<file path="src/design/assert_macros.svh">
// Assertion macros used by the top-level RTL file.
`ifndef ASSERT_MACROS_SVH
`define ASSERT_MACROS_SVH

// Property p must hold at every rising clk edge outside reset.
`define ASSERT_CLK(label, p, msg) \
    label: assert property (@(posedge clk) disable iff (!rst_n) (p)) else $error(msg);

// After a, b must hold in the next cycle.
`define ASSERT_NEXT(label, a, b, msg) \
    label: assert property (@(posedge clk) disable iff (!rst_n) (a) |=> (b)) else $error(msg);

`endif

</file>
<file path="src/design/cci_pkg.sv">
// Package for the contour crossing interpolator: widths and defaults.
`default_nettype none
package cci_pkg;
    localparam int HEIGHT_BITS_DEF   = 24;
    localparam int FRACTION_BITS_DEF = 15;
endpackage
`default_nettype wire

</file>
<file path="src/design/contour_crossing_interpolator.sv">
// Top level of the contour crossing interpolator.
// Usage:
//  s_axis carries one grid step per request: tdata holds, from bit 0 up,
//  height_start, height_end, height_cross_a, height_cross_b; tuser holds
//  diagonal_step. m_axis returns one result per request: tdata holds
//  crossing_fraction (21 bits, Q.15) then saturated_low, zero padded.
//  cfg_valid/cfg_ready/cfg_data write contour_level; write only when idle.
//  Pipeline: 3 front stages plus one stage per quotient bit
//  (FRACTION_BITS+7) plus an output register; one request per cycle
//  while the output register is empty or being drained.
//  Reset clears all valid bits and sets contour_level to 0.
//  When m_axis_tready is low and the output register is full the whole
//  pipeline holds; s_axis_tready is high whenever the output register is
//  empty or being drained, so a stall loses and repeats nothing.
//  Zero denominators give 0 (straight) or 0.5 (diagonal).
`default_nettype none
module contour_crossing_interpolator #(
    parameter int HEIGHT_BITS   = cci_pkg::HEIGHT_BITS_DEF,
    parameter int FRACTION_BITS = cci_pkg::FRACTION_BITS_DEF
) (
    input  wire logic clk,
    input  wire logic rst_n,
    input  wire logic                     cfg_valid,
    output logic                          cfg_ready,
    input  wire logic [HEIGHT_BITS-1:0]   cfg_data,
    input  wire logic                     s_axis_tvalid,
    output logic                          s_axis_tready,
    // height_start, height_end, height_cross_a, height_cross_b
    input  wire logic [((4*HEIGHT_BITS+7)/8)*8-1:0] s_axis_tdata,
    // diagonal_step
    input  wire logic                     s_axis_tuser,
    output logic                          m_axis_tvalid,
    input  wire logic                     m_axis_tready,
    // crossing_fraction, saturated_low
    output logic [((FRACTION_BITS+7+7)/8)*8-1:0] m_axis_tdata
);
    `include "assert_macros.svh"
    localparam int HB = HEIGHT_BITS;
    localparam int OB = FRACTION_BITS + 6;
    localparam int NB = HB + 5;   // numerator width
    localparam int DB = HB + 4;   // denominator width
    localparam int OW = ((FRACTION_BITS+7+7)/8)*8;
    localparam logic signed [OB-1:0] ONE  = OB'(1) << FRACTION_BITS;
    localparam logic signed [OB-1:0] HALF = OB'(1) << (FRACTION_BITS-1);
    localparam logic signed [OB-1:0] LOWV = {1'b1, {(OB-1){1'b0}}};

    logic signed [HB-1:0] level_reg;
    assign cfg_ready = 1'b1;
    always_ff @(posedge clk or negedge rst_n)
    begin
        if (!rst_n)
            level_reg <= '0;
        else if (cfg_valid)
            level_reg <= cfg_data;
    end

    logic out_v_reg;
    logic [OW-1:0] out_d_reg;
    logic en;
    assign en = !out_v_reg || m_axis_tready;
    assign s_axis_tready = en;

    // Stage 1: differences, sums and shifted operands.
    logic v1_reg, dg1_reg;
    logic signed [DB-1:0] ls1_reg, le1_reg, es1_reg, t1_reg, s4_1_reg, e4_1_reg, d1_reg;
    logic signed [DB-1:0] l4_1_reg;
    always_ff @(posedge clk or negedge rst_n)
    begin
        if (!rst_n) v1_reg <= 1'b0;
        else if (en) v1_reg <= s_axis_tvalid;
    end
    always_ff @(posedge clk)
    begin
        if (en)
        begin
            logic signed [DB-1:0] s, e, a, b, l;
            s = DB'(signed'(s_axis_tdata[HB-1:0]));
            e = DB'(signed'(s_axis_tdata[2*HB-1:HB]));
            a = DB'(signed'(s_axis_tdata[3*HB-1:2*HB]));
            b = DB'(signed'(s_axis_tdata[4*HB-1:3*HB]));
            l = DB'(level_reg);
            dg1_reg  <= s_axis_tuser;
            ls1_reg  <= l - s;
            le1_reg  <= l - e;
            es1_reg  <= e - s;
            t1_reg   <= s + e + a + b;
            s4_1_reg <= s <<< 2;
            e4_1_reg <= e <<< 2;
            l4_1_reg <= l <<< 2;
            d1_reg   <= e + s - a - b;
        end
    end

    // Stage 2: case selection, numerator and denominator.
    logic v2_reg, def2_reg;
    logic signed [OB-1:0] dflt2_reg;
    logic signed [NB-1:0] n2_reg;
    logic signed [DB-1:0] d2_reg;
    always_ff @(posedge clk or negedge rst_n)
    begin
        if (!rst_n) v2_reg <= 1'b0;
        else if (en) v2_reg <= v1_reg;
    end
    always_ff @(posedge clk)
    begin
        if (en)
        begin
            logic between;
            logic signed [NB-1:0] n;
            logic signed [DB-1:0] d;
            between = (ls1_reg >= 0 && le1_reg <= 0) || (ls1_reg <= 0 && le1_reg >= 0);
            if (!dg1_reg)
            begin
                n = NB'(ls1_reg);
                d = es1_reg;
            end
            else if (between)
            begin
                if (t1_reg >= l4_1_reg)
                begin
                    d = t1_reg - s4_1_reg;
                    n = NB'(ls1_reg) <<< 1;
                end
                else
                begin
                    d = t1_reg - e4_1_reg;
                    n = NB'(d) - (NB'(le1_reg) <<< 1);
                end
            end
            else
            begin
                d = d1_reg;
                n = NB'(d1_reg) + NB'(le1_reg);
            end
            n2_reg    <= n;
            d2_reg    <= d;
            def2_reg  <= d == '0;
            dflt2_reg <= dg1_reg ? HALF : '0;
        end
    end

    // Stage 3: register into divider, side data delayed alongside.
    logic dv, dover, dunder;
    logic [1:0] dtag;
    logic signed [OB-1:0] dq;
    cci_divider #(
        .NUM_BITS(NB), .DEN_BITS(DB), .FB(FRACTION_BITS), .QB(OB), .TAG_BITS(2)
    ) u_div (
        .clk(clk), .rst_n(rst_n), .en(en), .in_valid(v2_reg),
        .num(n2_reg), .den(def2_reg ? DB'(1) : d2_reg),
        .tag_in({def2_reg, dflt2_reg[FRACTION_BITS-1]}),
        .out_valid(dv), .tag_out(dtag), .over_high(dover), .under_low(dunder),
        .quot(dq)
    );

    logic signed [OB-1:0] res;
    logic sat;
    always_comb
    begin
        sat = 1'b0;
        if (dtag[1])
            res = dtag[0] ? HALF : '0;
        else if (dover)
            res = ONE;
        else if (dunder)
        begin
            res = LOWV;
            sat = 1'b1;
        end
        else
            res = dq;
    end

    always_ff @(posedge clk or negedge rst_n)
    begin
        if (!rst_n) out_v_reg <= 1'b0;
        else if (en) out_v_reg <= dv;
    end
    always_ff @(posedge clk)
    begin
        if (en) out_d_reg <= OW'({sat, res});
    end
    assign m_axis_tvalid = out_v_reg;
    assign m_axis_tdata  = out_d_reg;

    `ASSERT_NEXT(a_hold, m_axis_tvalid && !m_axis_tready, m_axis_tvalid && $stable(m_axis_tdata), "output changed under stall")
    `ASSERT_CLK(a_ready, s_axis_tready == (!m_axis_tvalid || m_axis_tready), "ready mismatch")
    `ASSERT_CLK(a_sat, !(m_axis_tvalid && m_axis_tdata[OB] && m_axis_tdata[OB-1:0] != LOWV), "sat flag with non-lowest value")
endmodule
`default_nettype wire

</file>
<file path="src/design/cci_divider.sv">
// Pipelined restoring divider: floor(num * 2^FB / den), one quotient bit per stage.
`default_nettype none
module cci_divider #(
    parameter int NUM_BITS = 29,
    parameter int DEN_BITS = 28,
    parameter int FB       = 15,
    parameter int QB       = 21,
    parameter int TAG_BITS = 2
) (
    input  wire logic                       clk,
    input  wire logic                       rst_n,
    input  wire logic                       en,
    input  wire logic                       in_valid,
    input  wire logic signed [NUM_BITS-1:0] num,
    input  wire logic signed [DEN_BITS-1:0] den,
    input  wire logic [TAG_BITS-1:0]        tag_in,
    output logic                            out_valid,
    output logic [TAG_BITS-1:0]             tag_out,
    output logic                            over_high,
    output logic                            under_low,
    output logic signed [QB-1:0]            quot
);
    // Magnitude quotient needs NUM_BITS+FB bits; we keep QB+1 low bits and
    // detect larger magnitudes by comparing the dividend with den << QK.
    localparam int MB = NUM_BITS + FB;        // dividend magnitude width
    localparam int QK = QB + 1;               // quotient bits computed
    localparam int DB = DEN_BITS;
    localparam int ST = QK;                   // stages

    logic          v_reg    [ST+1];
    logic [TAG_BITS-1:0] t_reg [ST+1];
    logic [MB-1:0] r_reg    [ST+1];           // partial remainder / dividend
    logic [DB-1:0] d_reg    [ST+1];
    logic [QK-1:0] q_reg    [ST+1];
    logic          neg_reg  [ST+1];
    logic          big_reg  [ST+1];

    logic [NUM_BITS-1:0] an;
    logic [DB-1:0]       ad;
    logic [MB-1:0]       m0;

    always_comb
    begin
        an = num[NUM_BITS-1] ? NUM_BITS'(-num) : NUM_BITS'(num);
        ad = den[DB-1] ? DB'(-den) : DB'(den);
        m0 = {an, {FB{1'b0}}};
    end

    always_ff @(posedge clk or negedge rst_n)
    begin
        if (!rst_n)
        begin
            for (int i = 0; i <= ST; i++)
                v_reg[i] <= 1'b0;
        end
        else if (en)
        begin
            v_reg[0] <= in_valid;
            for (int i = 1; i <= ST; i++)
                v_reg[i] <= v_reg[i-1];
        end
    end

    always_ff @(posedge clk)
    begin
        if (en)
        begin
            t_reg[0]   <= tag_in;
            r_reg[0]   <= m0;
            d_reg[0]   <= ad;
            q_reg[0]   <= '0;
            neg_reg[0] <= num[NUM_BITS-1] ^ den[DB-1];
            // quotient >= 2^QK iff m0 >= ad << QK
            big_reg[0] <= (MB+QK+1)'(m0) >= ((MB+QK+1)'(ad) << QK);
            for (int i = 1; i <= ST; i++)
            begin
                logic [MB+QK:0] sh;
                sh = (MB+QK+1)'(d_reg[i-1]) << (QK - i);
                t_reg[i]   <= t_reg[i-1];
                d_reg[i]   <= d_reg[i-1];
                neg_reg[i] <= neg_reg[i-1];
                big_reg[i] <= big_reg[i-1];
                if ((MB+QK+1)'(r_reg[i-1]) >= sh)
                begin
                    r_reg[i] <= MB'((MB+QK+1)'(r_reg[i-1]) - sh);
                    q_reg[i] <= q_reg[i-1] | (QK'(1) << (QK - i));
                end
                else
                begin
                    r_reg[i] <= r_reg[i-1];
                    q_reg[i] <= q_reg[i-1];
                end
            end
        end
    end

    // Final sign, floor and range handling.
    logic [QK:0]  mag;
    logic         nz;
    logic signed [QK+1:0] sq;
    localparam logic signed [QK+1:0] ONE_S = (QK+2)'(1) << FB;
    localparam logic signed [QK+1:0] LOW_S = -((QK+2)'(1) << (QB-1));
    always_comb
    begin
        nz  = r_reg[ST] != '0;
        mag = {1'b0, q_reg[ST]} + (QK+1)'(neg_reg[ST] && nz);
        sq  = neg_reg[ST] ? -(QK+2)'(mag) : (QK+2)'(mag);
        out_valid = v_reg[ST];
        tag_out   = t_reg[ST];
        over_high = big_reg[ST] ? !neg_reg[ST] : (sq > ONE_S);
        under_low = big_reg[ST] ? neg_reg[ST] : (sq < LOW_S);
        quot      = QB'(sq);
    end
endmodule
`default_nettype wire
</file>
<file path="config.mk">
export PLATFORM = sky130hd
export DESIGN_NAME = contour_crossing_interpolator
export DESIGN_NICKNAME = d
export VERILOG_FILES = /design/src/design/cci_pkg.sv /design/src/design/contour_crossing_interpolator.sv /design/src/design/cci_divider.sv
export VERILOG_INCLUDE_DIRS = /design/src /design/src/design
export SDC_FILE = /design/constraint.sdc
export NUM_CORES = 2
export LEC_CHECK = 0
export BUFFER_PORTS_ARGS = -buffer_cell sky130_fd_sc_hd__buf_4
export CORE_AREA = 2 2 472 474
export DETAILED_ROUTE_END_ITERATION = 16
export DIE_AREA = 0 0 474 476
export GPL_TIMING_DRIVEN = 0
export PLACE_DENSITY = 0.7
export SYNTH_ARGS = -nofsm -noshare
export SYNTH_HDL_FRONTEND = slang
export SYNTH_SLANG_ARGS = --single-unit
</file>
<file path="constraint.sdc">
create_clock -name clk -period 198.1 [get_ports clk]
set_clock_uncertainty 0.2 [all_clocks]
set_input_delay 39.62 -clock clk [delete_from_list [all_inputs] [get_ports clk]]
set_output_delay 39.62 -clock clk [all_outputs]
set_load 0.005 [all_outputs]
</file>
==> run metrics <==
status complete, no violations; largest net degree at the start of global routing 51; most frequent CP cell buf_12; Crit path largest cell delay 1.02 ns; hold buffer count at CTS 0; Fmax achieved 0.01175 GHz; crit share post-route 0.4295; Skew-Pair Late Insertion Delay 0.87 ns; Setup CP Type in -> out; final hold vios 0; input/output buffers 148; first-pass GRT wire length 483600 µm; crit path max fanout 42; clk slew on worst S/H paths 0.05 ns; RSZ-0062 raised after global routing false; CTS tree yes; fill cell count 17920; via count 85700; Initial Util 0.5460; register bit total from synthesis 2080; Final nets 12550; critical path's slowest cell clkbuf_1; max-cap violations 0; TNS Setup 0 ns; relative slew slack 0.07205; CTS Buffer Depth 3; fin crit period 85.07 ns; Critical Path Sink Type output pin; critical path depth 13; Cells after Synth 11010; data required time of the worst path 158.28 ns; Worst Path Buf+Inv 12; share of cells above drive strength 1 0.07228; Synth warnings 0; root buffer cell clkbuf_16; Slew Viols, Final 0; FFs w/ async S/R, synth 0.02404; most common library cell in the layout ignoring fill and taps edfxtp_1; Rows 173; cell class contributing the biggest share of worst-path delay buffers and inverters; critical-path cell list buf_4 > nor2b_1 > clkbuf_1 > clkbuf_1 > inv_1 > clkbuf_1 > buf_2 > buf_12 > buf_12 > buf_16 > buf_12 > buf_12 > buf_4; hpwl dp 253700 µm; Worst Hold Depth 0; Synth Area per Inst 10.96 µm²; CTS buffer count 221; Yosys cell types 88; CP Launch Type input port; postcts setup bufs 0; Worst Path Arrival 45.25 ns; CORE AREA 221000 µm²; final setup fails 0; Syn-to-layout area delta 11.04%; number of global-route vias before repair 82580; Die W 474 µm; # clock sinks 2080; WL final 319500 µm; drt pass-1 iters 6; most frequent cells in the layout edfxtp_1, inv_1, ha_1; post-synthesis instance area 120700 µm²; Tot GR Track Use 0.2792; gr ovfl total 0; Primary FF master, synth edfxtp_1; Initial DRC Count 8061; gp weighted congestion 0.9626; max reg flops 787; die height 476 µm; reg2reg path depth 19; H-tree Lvls 4; WL/cell 21.89 µm; Tightest Pin Transition 1.392 ns; register area share after synthesis 0.5156; Post-synth EDFFs 2030; # DRC 0; Via-to-Cell Ratio 5.870; Min-Delay Path Class reg -> reg; # resized after CTS 0; initial antenna violation count 6; DRT antenna net count 0; full die area 225600 µm²; # IOs 153
[layer usage]
metal  global-route usage  part of all wire
met1               0.3973              0.45
met2               0.4389              0.45
met3              0.04143             0.069
met4              0.09427             0.035
met5                    0                 0
[worst register-to-register path, stage by stage, from the launching register on]
cell and delay, ns:
edfxtp_1 0.38, nor4_2 0.93, nand4_1 0.25, nor2_1 0.16, a41oi_1 0.53, ha_1 0.56, ha_1 0.21, buf_2 0.17
or2_2 0.31, a21oi_1 0.15, o21ai_0 0.19, a211oi_1 0.55, nand3_1 0.41, or4_1 0.62, o21a_1 0.25, o31a_1 0.40
o41ai_4 0.51, nand2_2 0.19, buf_6 0.19, nor2_1 0.13
[cell type report]
| type | instances | area [µm²] | area share |
|---|---|---|---|
| Sequential cell | 2080 | 62210 | 0.4643 |
| Multi-Input combinational cell | 7564 | 53320 | 0.3980 |
| Clock buffer | 266 | 5759 | 0.04299 |
| Inverter | 1145 | 4298 | 0.03208 |
| Tap cell | 2975 | 3722 | 0.02778 |
| Timing Repair Buffer | 203 | 2226 | 0.01661 |
| Clock inverter | 145 | 1589 | 0.01186 |
| Buffer | 218 | 850.8 | 0.006350 |
| Antenna cell | 3 | 7.507 | 0.00005603 |
[final timing paths]
check	startpoint	to	slack, ns
setup / recovery	m_axis_tready	s_axis_tready	113.03
hold / removal	u_div.d_reg[4][26]	u_div.d_reg[4][54]	0.21
setup reg to reg	u_div.r_reg[5][91]	m_axis_tdata[12]	190.66
hold reg to reg	u_div.d_reg[4][26]	u_div.d_reg[4][54]	0.21
max in group asynchronous	rst_n	level_reg[7]	158.50
min in group asynchronous	rst_n	u_div.v_reg[6]	38.63
[cells by family after synthesis]
logic type,share of synthesized area
muxes,0.02059
DFF,0.5156
xor gates and xnor gates,0.06584
other,0.00006224
adders and majority gates,0.1073
and+or+nand+nor,0.1158
buffers and inverters,0.04266
AOI/OAI and AO/OA,0.1322
[cell usage after synthesis, drive strengths merged, types with 191 or more instances]
cell type / n / share of area
nor2: 760 / 0.024
nand2: 790 / 0.025
xnor2: 544 / 0.039
a21o: 283 / 0.018
ha: 905 / 0.094
clkbuf: 192 / 0.0060
inv: 1142 / 0.036
o21ai: 651 / 0.027
a21oi: 764 / 0.032
xor2: 363 / 0.026
nand3: 191 / 0.0079
mux2: 194 / 0.018
edfxtp: 2030 / 0.51
nor3: 229 / 0.0095
[metrics by stage]
| step | cell area [µm²] | std cells | hold slack [ns] | util | setup slack (ns) |
|---|---|---|---|---|---|
| 2_1_floorplan | 120700 | 11010 | 0.2003 | - | 63.18 |
| 3_3_place_gp | 125500 | 14130 | 0.2002 | 0.5679 | 38.12 |
| 3_5_place_dp | 126600 | 14190 | 0.2045 | 0.5729 | 112.76 |
| 4_1_cts | 134000 | 14600 | 0.2104 | 0.6062 | 112.76 |
| 5_1_grt | 134000 | 14600 | 0.2144 | 0.6062 | 112.83 |
| 6_report | 134000 | 14600 | 0.2082 | 0.6062 | 113.03 |
Power is not shown: default switching activity piles up to over one toggle a cycle in this logic, so the estimate is an artifact.
